## config.mk

```make
export PLATFORM = sky130hd
export DESIGN_NAME = huffman_code_builder
export DESIGN_NICKNAME = d
export VERILOG_FILES = /design/src/rtl/hcb_pkg.sv /design/src/rtl/hcb_front.sv /design/src/rtl/hcb_back.sv /design/src/rtl/huffman_code_builder.sv
export SDC_FILE = /design/constraint.sdc
export NUM_CORES = 2
export LEC_CHECK = 0
export BUFFER_PORTS_ARGS = -buffer_cell sky130_fd_sc_hd__clkbuf_2
export CAP_MARGIN = 25
export CORE_UTILIZATION = 55
export DETAILED_ROUTE_END_ITERATION = 10
export GPL_TIMING_DRIVEN = 1
export PLACE_DENSITY = 0.79
export SETUP_SLACK_MARGIN = 0.15
export SYNTH_ARGS = -nofsm -noshare
export SYNTH_HDL_FRONTEND = slang
export SYNTH_SLANG_ARGS = --single-unit
```

## constraint.sdc

```tcl
create_clock -name clk_i -period 8.2 [get_ports clk_i]
set_input_delay 0.41 -clock clk_i [delete_from_list [all_inputs] [get_ports clk_i]]
set_output_delay 0.41 -clock clk_i [all_outputs]
set_load 0.005 [all_outputs]
```

## src/rtl/hcb_pkg.sv

```systemverilog
// shared types and constants for the huffman code builder
package hcb_pkg;

  // one input item
  typedef struct packed {
    logic [15:0] weight;
    logic        last_symbol;
  } hcb_in_t;

  // one result item
  typedef struct packed {
    logic [3:0]  symbol_index;
    logic [14:0] code_bits;
    logic [3:0]  code_length;
    logic        last_code;
  } hcb_out_t;

  localparam int unsigned WeightW = 20;
  localparam int unsigned CodeW   = 15;
  localparam int unsigned LenW    = 4;
  localparam int unsigned IdxW    = 4;

  // back end sequencer states
  typedef enum logic [2:0] {
    BE_IDLE,
    BE_SCAN,
    BE_MERGE,
    BE_WALK,
    BE_EMIT,
    BE_CLEAR
  } be_state_e;

  // queue entry between front and back
  typedef struct packed {
    logic [15:0] weight;
    logic        close;
  } hcb_q_t;

endpackage

```

## src/rtl/hcb_front.sv

```systemverilog
// front end: takes weights, marks the item that closes the set, two-entry queue
module hcb_front import hcb_pkg::*; #(
  parameter int unsigned MaxSymbols = 16,
  parameter int unsigned CntW       = 5
) (
  input  logic    clk_i,
  input  logic    rst_ni,
  input  logic    start_i,
  input  hcb_in_t in_i,
  output logic    busy_o,
  output logic    q_valid_o,
  output hcb_q_t  q_data_o,
  input  logic    q_pop_i
);

  logic [CntW-1:0] cnt_q, cnt_d;
  hcb_q_t          q_mem_q [2];
  logic            wr_ptr_q, rd_ptr_q;
  logic [1:0]      fill_q;
  logic            push;
  hcb_q_t          entry;

  assign busy_o = (fill_q == 2'd2);
  assign push   = start_i && !busy_o;

  // classify: last flag or full set closes
  always_comb begin
    cnt_d = cnt_q + CntW'(1);
    entry.weight = in_i.weight;
    entry.close  = in_i.last_symbol || (cnt_d == CntW'(MaxSymbols));
    if (entry.close) begin
      cnt_d = '0;
    end
  end

  // symbol counter
  always_ff @(posedge clk_i or negedge rst_ni) begin
    if (!rst_ni) begin
      cnt_q <= '0;
    end else if (push) begin
      cnt_q <= cnt_d;
    end
  end

  // queue pointers
  always_ff @(posedge clk_i or negedge rst_ni) begin
    if (!rst_ni) begin
      wr_ptr_q <= 1'b0;
      rd_ptr_q <= 1'b0;
      fill_q   <= '0;
    end else begin
      if (push) wr_ptr_q <= ~wr_ptr_q;
      if (q_pop_i) rd_ptr_q <= ~rd_ptr_q;
      fill_q <= fill_q + {1'b0, push} - {1'b0, q_pop_i};
    end
  end

  // queue storage
  always_ff @(posedge clk_i) begin
    if (push) q_mem_q[wr_ptr_q] <= entry;
  end

  assign q_valid_o = (fill_q != 2'd0);
  assign q_data_o  = q_mem_q[rd_ptr_q];

endmodule

```

## src/rtl/hcb_back.sv

```systemverilog
// back end: stores leaves, builds the tree by serial minimum scans, walks codes
module hcb_back import hcb_pkg::*; #(
  parameter int unsigned MaxSymbols = 16,
  parameter int unsigned NodeW      = 6
) (
  input  logic     clk_i,
  input  logic     rst_ni,
  input  logic     q_valid_i,
  input  hcb_q_t   q_data_i,
  output logic     q_pop_o,
  output logic     res_valid_o,
  output hcb_out_t res_o
);

  localparam int unsigned Slots = 2 * MaxSymbols;

  be_state_e state_q, state_d;

  logic [WeightW-1:0] wgt_q [Slots];
  logic [NodeW-1:0]   par_q [Slots];
  logic [NodeW-1:0]   lft_q [Slots];
  logic [Slots-1:0]   has_par_q;

  logic [NodeW-1:0] n_q;       // leaves stored so far
  logic [NodeW-1:0] k_q;       // node being built
  logic [NodeW-1:0] scan_q;    // scan position
  logic [NodeW-1:0] a_q, b_q;  // smallest and second smallest
  logic             a_ok_q, b_ok_q;
  logic [NodeW-1:0] s_q;       // symbol being walked
  logic [NodeW-1:0] c_q;       // current walk node
  logic [CodeW-1:0] code_q;
  logic [LenW-1:0]  len_q;
  logic [NodeW-1:0] clr_q;
  logic             res_valid_q;
  hcb_out_t         res_q;

  logic scan_take, scan_end, walk_end;
  logic [NodeW-1:0] par_c;

  assign q_pop_o   = (state_q == BE_IDLE) && q_valid_i;
  assign scan_end  = (scan_q == k_q - NodeW'(1));
  assign par_c     = par_q[c_q[NodeW-1:0]];
  assign walk_end  = !has_par_q[c_q];
  assign scan_take = !has_par_q[scan_q];

  // sequencer next state
  always_comb begin
    state_d = state_q;
    unique case (state_q)
      BE_IDLE:  if (q_pop_o && q_data_i.close) begin
        state_d = (n_q == '0) ? BE_WALK : BE_SCAN;
      end
      BE_SCAN:  if (scan_end) state_d = BE_MERGE;
      BE_MERGE: state_d = (k_q == NodeW'(2) * n_q - NodeW'(2)) ? BE_WALK : BE_SCAN;
      BE_WALK:  if (walk_end) state_d = BE_EMIT;
      BE_EMIT:  state_d = (s_q == n_q - NodeW'(1)) ? BE_CLEAR : BE_WALK;
      BE_CLEAR: if (clr_q == NodeW'(Slots - 1)) state_d = BE_IDLE;
      default:  state_d = BE_IDLE;
    endcase
  end

  always_ff @(posedge clk_i or negedge rst_ni) begin
    if (!rst_ni) state_q <= BE_IDLE;
    else         state_q <= state_d;
  end

  // control registers and link flags
  always_ff @(posedge clk_i or negedge rst_ni) begin
    if (!rst_ni) begin
      n_q <= '0; k_q <= '0; scan_q <= '0; a_ok_q <= 1'b0; b_ok_q <= 1'b0;
      s_q <= '0; c_q <= '0; clr_q <= '0; has_par_q <= '0; res_valid_q <= 1'b0;
      len_q <= '0; code_q <= '0; a_q <= '0; b_q <= '0;
    end else begin
      res_valid_q <= 1'b0;
      unique case (state_q)
        BE_IDLE: begin
          if (q_pop_o) begin
            n_q <= n_q + NodeW'(1);
            has_par_q[n_q] <= 1'b0;
            k_q    <= n_q + NodeW'(1);
            scan_q <= '0;
            a_ok_q <= 1'b0; b_ok_q <= 1'b0;
            s_q <= '0; c_q <= '0; len_q <= '0; code_q <= '0;
          end
        end
        // one node per cycle, keep two smallest, lowest index wins ties
        BE_SCAN: begin
          if (scan_take) begin
            if (!a_ok_q || wgt_q[scan_q] < wgt_q[a_q]) begin
              b_q <= a_q; b_ok_q <= a_ok_q;
              a_q <= scan_q; a_ok_q <= 1'b1;
            end else if (!b_ok_q || wgt_q[scan_q] < wgt_q[b_q]) begin
              b_q <= scan_q; b_ok_q <= 1'b1;
            end
          end
          scan_q <= scan_q + NodeW'(1);
        end
        BE_MERGE: begin
          has_par_q[a_q] <= 1'b1;
          has_par_q[b_q] <= 1'b1;
          has_par_q[k_q] <= 1'b0;
          k_q    <= k_q + NodeW'(1);
          scan_q <= '0;
          a_ok_q <= 1'b0; b_ok_q <= 1'b0;
        end
        // climb one level per cycle
        BE_WALK: begin
          if (!walk_end) begin
            if (lft_q[par_c] != c_q) code_q <= code_q | (CodeW'(1) << len_q);
            len_q <= len_q + LenW'(1);
            c_q   <= par_c;
          end
        end
        BE_EMIT: begin
          res_valid_q <= 1'b1;
          s_q <= s_q + NodeW'(1);
          c_q <= s_q + NodeW'(1);
          len_q <= '0; code_q <= '0;
          clr_q <= '0;
        end
        BE_CLEAR: begin
          has_par_q[clr_q] <= 1'b0;
          clr_q <= clr_q + NodeW'(1);
          n_q <= '0;
        end
        default: ;
      endcase
    end
  end

  // result payload
  always_ff @(posedge clk_i) begin
    if (state_q == BE_EMIT) begin
      res_q.symbol_index <= s_q[IdxW-1:0];
      res_q.code_bits    <= code_q;
      res_q.code_length  <= len_q;
      res_q.last_code    <= (s_q == n_q - NodeW'(1));
    end
  end

  // node storage
  always_ff @(posedge clk_i) begin
    if (state_q == BE_IDLE && q_pop_o) begin
      wgt_q[n_q] <= {{(WeightW-16){1'b0}}, q_data_i.weight};
    end
    if (state_q == BE_MERGE) begin
      wgt_q[k_q] <= wgt_q[a_q] + wgt_q[b_q];
      par_q[a_q] <= k_q;
      par_q[b_q] <= k_q;
      lft_q[k_q] <= a_q;
    end
  end

  assign res_valid_o = res_valid_q;
  assign res_o       = res_q;

endmodule

```

## src/rtl/huffman_code_builder.sv

```systemverilog
// top level of the huffman code builder
// after the closing item: n-1 merges, each a serial scan of the built nodes then a merge step,
// then per symbol a walk up the tree and an emit, then a clear of all 2*MAX_SYMBOLS node slots
// open items are accepted while busy is low; set closes are bound by the serial scan
// reset: asynchronous active low, clears counters, queue and link flags
// results are strobed for one cycle; the receiver cannot stall
module huffman_code_builder import hcb_pkg::*; #(
  parameter int unsigned MAX_SYMBOLS = 16
) (
  input  logic     clk_i,
  input  logic     rst_ni,
  input  logic     start,
  input  hcb_in_t  in_i,
  output logic     busy,
  output logic     valid_o,
  output hcb_out_t out_o
);

  localparam int unsigned NodeW = $clog2(2 * MAX_SYMBOLS);

  logic   q_valid, q_pop;
  hcb_q_t q_data;

  hcb_front #(.MaxSymbols(MAX_SYMBOLS), .CntW(NodeW)) u_front (
    .clk_i, .rst_ni, .start_i(start), .in_i, .busy_o(busy),
    .q_valid_o(q_valid), .q_data_o(q_data), .q_pop_i(q_pop)
  );

  hcb_back #(.MaxSymbols(MAX_SYMBOLS), .NodeW(NodeW)) u_back (
    .clk_i, .rst_ni, .q_valid_i(q_valid), .q_data_i(q_data), .q_pop_o(q_pop),
    .res_valid_o(valid_o), .res_o(out_o)
  );

  // a pop needs queued data
  a_pop_valid: assert property (@(posedge clk_i) disable iff (!rst_ni)
    q_pop |-> q_valid) else $error("pop from empty queue");

  // busy implies the queue holds data
  a_busy_pop: assert property (@(posedge clk_i) disable iff (!rst_ni)
    busy |-> q_valid) else $error("busy with empty queue");

  // busy holds until the back end pops
  a_no_push: assert property (@(posedge clk_i) disable iff (!rst_ni)
    (busy && !q_pop) |=> busy) else $error("queue lost an entry");

endmodule
```

==> flow_metrics.tcl <==
set metrics [dict create \
    status "finished, final reports clean" \
    cap_violations 0 \
    via_count 36450 \
    numCtsBuffers 111 \
    worstSetupEndpointType "flop" \
    die_area_mm2 0.1053 \
    setup-violations-final 0 \
    dr_wl_met2_um 75320 \
    r2r-start "u_back.a_q[0]$_DFFE_PN0P_" \
    hold_viol 0 \
    drt-total-wl_um 167600 \
    fmax_mhz 158.3 \
    fin_util_pct 61.85 \
    ys_warn_count 0 \
    finalMaxSlewViolations 0 \
    synth_area_mm2 0.05722 \
    synthDistinctLibCells 76 \
    synth_seq_cells 1124 \
    initial_core_util_pct 55.84 \
    crit_type "flop to flop" \
    die_width_um 324.5 \
    ir_worst_vdd_mv 0.3006 \
    dpl.hpwl_um 98820 \
    viasPerCell 7.488 \
    period_needed_ns 6.315 \
    intPower_uw 15720 \
    switchingPower_uw 9979 \
    fill_cells 7056 \
    cts_resized 0 \
    yosysSeqAreaShare_pct 58.06 \
    portBuffers 45 \
    post_drt_wl_per_cell_um 34.42 \
    cts_tree "done" \
    grt_overflow_total 0 \
    p_sw_share_pct 38.83 \
    clk_latency_ns 0.74 \
    fin_skew_ns 0.04163 \
    clk_pin_slew_worst_paths_ns 0.06 \
    wl_met3_um 24560 \
    grt_use_total_pct 31.57 \
    tns_ns 0 \
    power_density_mw_per_mm2 405.5 \
    grt_setup_unrepaired "false" \
    rows 117 \
    nets 3508 \
    finalCritPeriodShare_pct 77.02 \
    arrival_ns 6.91 \
    synthArstFlopShare_pct 9.431 \
    power_uw 25700 \
    die_h_um 324.5 \
    critPathRequiredTime_ns 8.80 \
    grt_max_degree 72 \
    post_cts_buffers 0 \
    critPathLaunch "u_back.a_q[0]$_DFFE_PN0P_" \
    htreeDepth 3 \
    met1_length_um 56100 \
    hp-start "in_i[0]" \
    drt_pass1_iterations 7 \
    drc_errors 0 \
    syn_nets 3458 \
    core_area_mm2 0.1025 \
    cts_root_buf "clkbuf_16" \
    cts.sinks 1124 \
    syn_avg_cell_area_um2 17.05 \
    place_congestion 0.9447 \
    dr.max_layer_used "met5" \
    drt_iter0_drc 5989 \
    crit_path_start_kind "flop" \
    cts_buffer_depth 3 \
    pwr-share-seq_pct 33.1 \
    grt_antenna_before_repair 2 \
    power_frac_comb_pct 47.3 \
    tightest_slew_ns 1.199 \
    min_path_type "input pin to flop" \
    clkPwrFrac_pct 19.5 \
    synthCells 3355 \
    synth_edf_count 1018 \
    leakagePower_uw 0.02103 \
    areaGrowthSynthToFinish_pct 10.76 \
    crit_fanout 46 \
    drive_above_1_share_pct 29.75 \
    ys.flop_type "edfxtp_1" \
    first_global_vias 35620 \
    grt_pass1_wl_um 240900 \
    io_pins 46 \
    hold-worst-slack_ns 0.03280 \
    antenna_left 0 \
    slew_headroom_pct 19.35 \
]
-- final timing paths --
kind                                                     end  slack [ns]  cells after the start
worst max-delay path               u_back.a_q[4]$_DFFE_PN0P_        1.88                     14
worst min-delay path            u_front.cnt_q[2]$_DFFE_PN0P_        0.03                      3
worst max register to register     u_back.a_q[4]$_DFFE_PN0P_        1.88                     14
worst min register to register    u_back.res_o[16]$_DFFE_PP_        0.45                      0
max in group asynchronous          u_back.c_q[0]$_DFFE_PN0P_        6.59                      3
min in group asynchronous          u_back.c_q[1]$_DFFE_PN0P_        0.23                      2
-- state kept, by name, summed over array words and instances (netlist names), 15 cells and up --
register / count
u_back.res_o: 24
u_front.q_mem_q: 34
u_back.code_q: 15
u_back.wgt_q: 640
u_back.par_q: 160
u_back.lft_q: 160
u_back.has_par_q: 32
-- worst max-delay path: stages, from the launching register on --
cell      delay [ns]
dfrtp_4         0.98
buf_4           0.60
buf_4           0.42
mux4_2          0.57
a22o_1          0.26
nor4_1          0.79
ha_1            0.38
nand4_1         0.09
nor2_1          0.06
a221oi_1        0.26
o221ai_1        0.18
o21ai_1         0.65
inv_1           0.13
nor2_1          0.42
mux2_2          0.40
-- cell families (layout without fill, tap and decap cells) --
group                    after synthesis  count (layout)  synth area share, %
AO/OA/AOI/OAI                        518             518                6.619
other                                  0               1                    0
XOR/XNOR                              53              53               0.8113
AND/OR/NAND/NOR                      498             498                4.183
buffers and inverters                327             471                2.491
multiplexers                         752             752                26.01
adder cells (fa/ha/maj)               83              83                1.828
flip-flops                          1124            1124                58.06
-- power by group through the flow --
| stage | combinational [uW] | sequential (uW) | clock [uW] |
|---|---|---|---|
| after floorplan | 8670 | 8190 | 0 |
| after global placement | 11400 | 8610 | 0 |
| after detailed placement | 11700 | 8620 | 0 |
| after CTS | 11800 | 8510 | 5040 |
| after global routing | 12800 | 8560 | 5240 |
| final | 12200 | 8510 | 5020 |
-- metrics by stage --
step | area (um2) | cells | worst slack (ns)
2_1_floorplan | 57220 | 3355 | 0.9438
3_3_place_gp | 59390 | 4625 | 2.074
3_5_place_dp | 59490 | 4631 | 1.961
4_1_cts | 63200 | 4855 | 1.854
5_1_grt | 63370 | 4867 | 1.469
6_report | 63380 | 4868 | 1.885
-- placed cells by master (no fill, tap or decap), drive strengths merged, types with 28 or more instances in the layout --
| cell type | n |
|---|---|
| edfxtp | 1018 |
| mux4 | 574 |
| nor2 | 196 |
| clkbuf | 186 |
| a22o | 157 |
| buf | 136 |
| mux2i | 117 |
| dfrtp | 106 |
| nand2 | 98 |
| a22oi | 82 |
| ha | 82 |
| a21oi | 75 |
| inv | 71 |
| mux2 | 61 |
| o21ai | 53 |
| o22ai | 47 |
| clkinv | 46 |
| nor4 | 37 |
| xnor2 | 33 |
| nand3 | 31 |
| nor3 | 28 |
-- cells in the mapped netlist (all sizes together), types with 33 or more instances --
| master | instances | area [um2] |
|---|---|---|
| mux4 | 574 | 13010 |
| inv | 66 | 250.2 |
| o22ai | 47 | 294.0 |
| mux2i | 117 | 1184 |
| ha | 82 | 1026 |
| mux2 | 61 | 686.9 |
| a21oi | 75 | 375.4 |
| o21ai | 53 | 265.3 |
| buf | 87 | 510.5 |
| edfxtp | 1018 | 30570 |
| a22o | 157 | 1375 |
| a22oi | 82 | 615.6 |
| xnor2 | 33 | 289.0 |
| clkbuf | 173 | 660.6 |
| nor4 | 37 | 231.5 |
| dfrtp | 106 | 2653 |
| nand2 | 98 | 367.9 |
| nor2 | 196 | 738.2 |
-- layer usage --
metal	track usage, %	vias to the layer above
met5	0	-
met4	19.00	6
met3	9.966	713
met2	47.05	3201
met1	40.84	18350
li1	-	14180
-- layout make-up --
cell class	instances	area (um2)	area share, %
flip-flops and latches	1124	33250	52.47
repair buffers	197	1662	2.622
diodes	1	2.502	0.003949
clock buffers	142	2975	4.695
inverters	67	254.0	0.4008
multi-input cells	1904	22950	36.21
clock inverters	65	568.0	0.8963
well taps	1368	1712	2.701
-- what timing repair did --
| action | CTS | global route |
|---|---|---|
| endpoints found under the hold margin | 67 | 0 |
| hold buffers | 17 | 0 |
| endpoints found under the setup margin | 0 | 0 |
No activity file was read; power rests on OpenSTA's default activity.
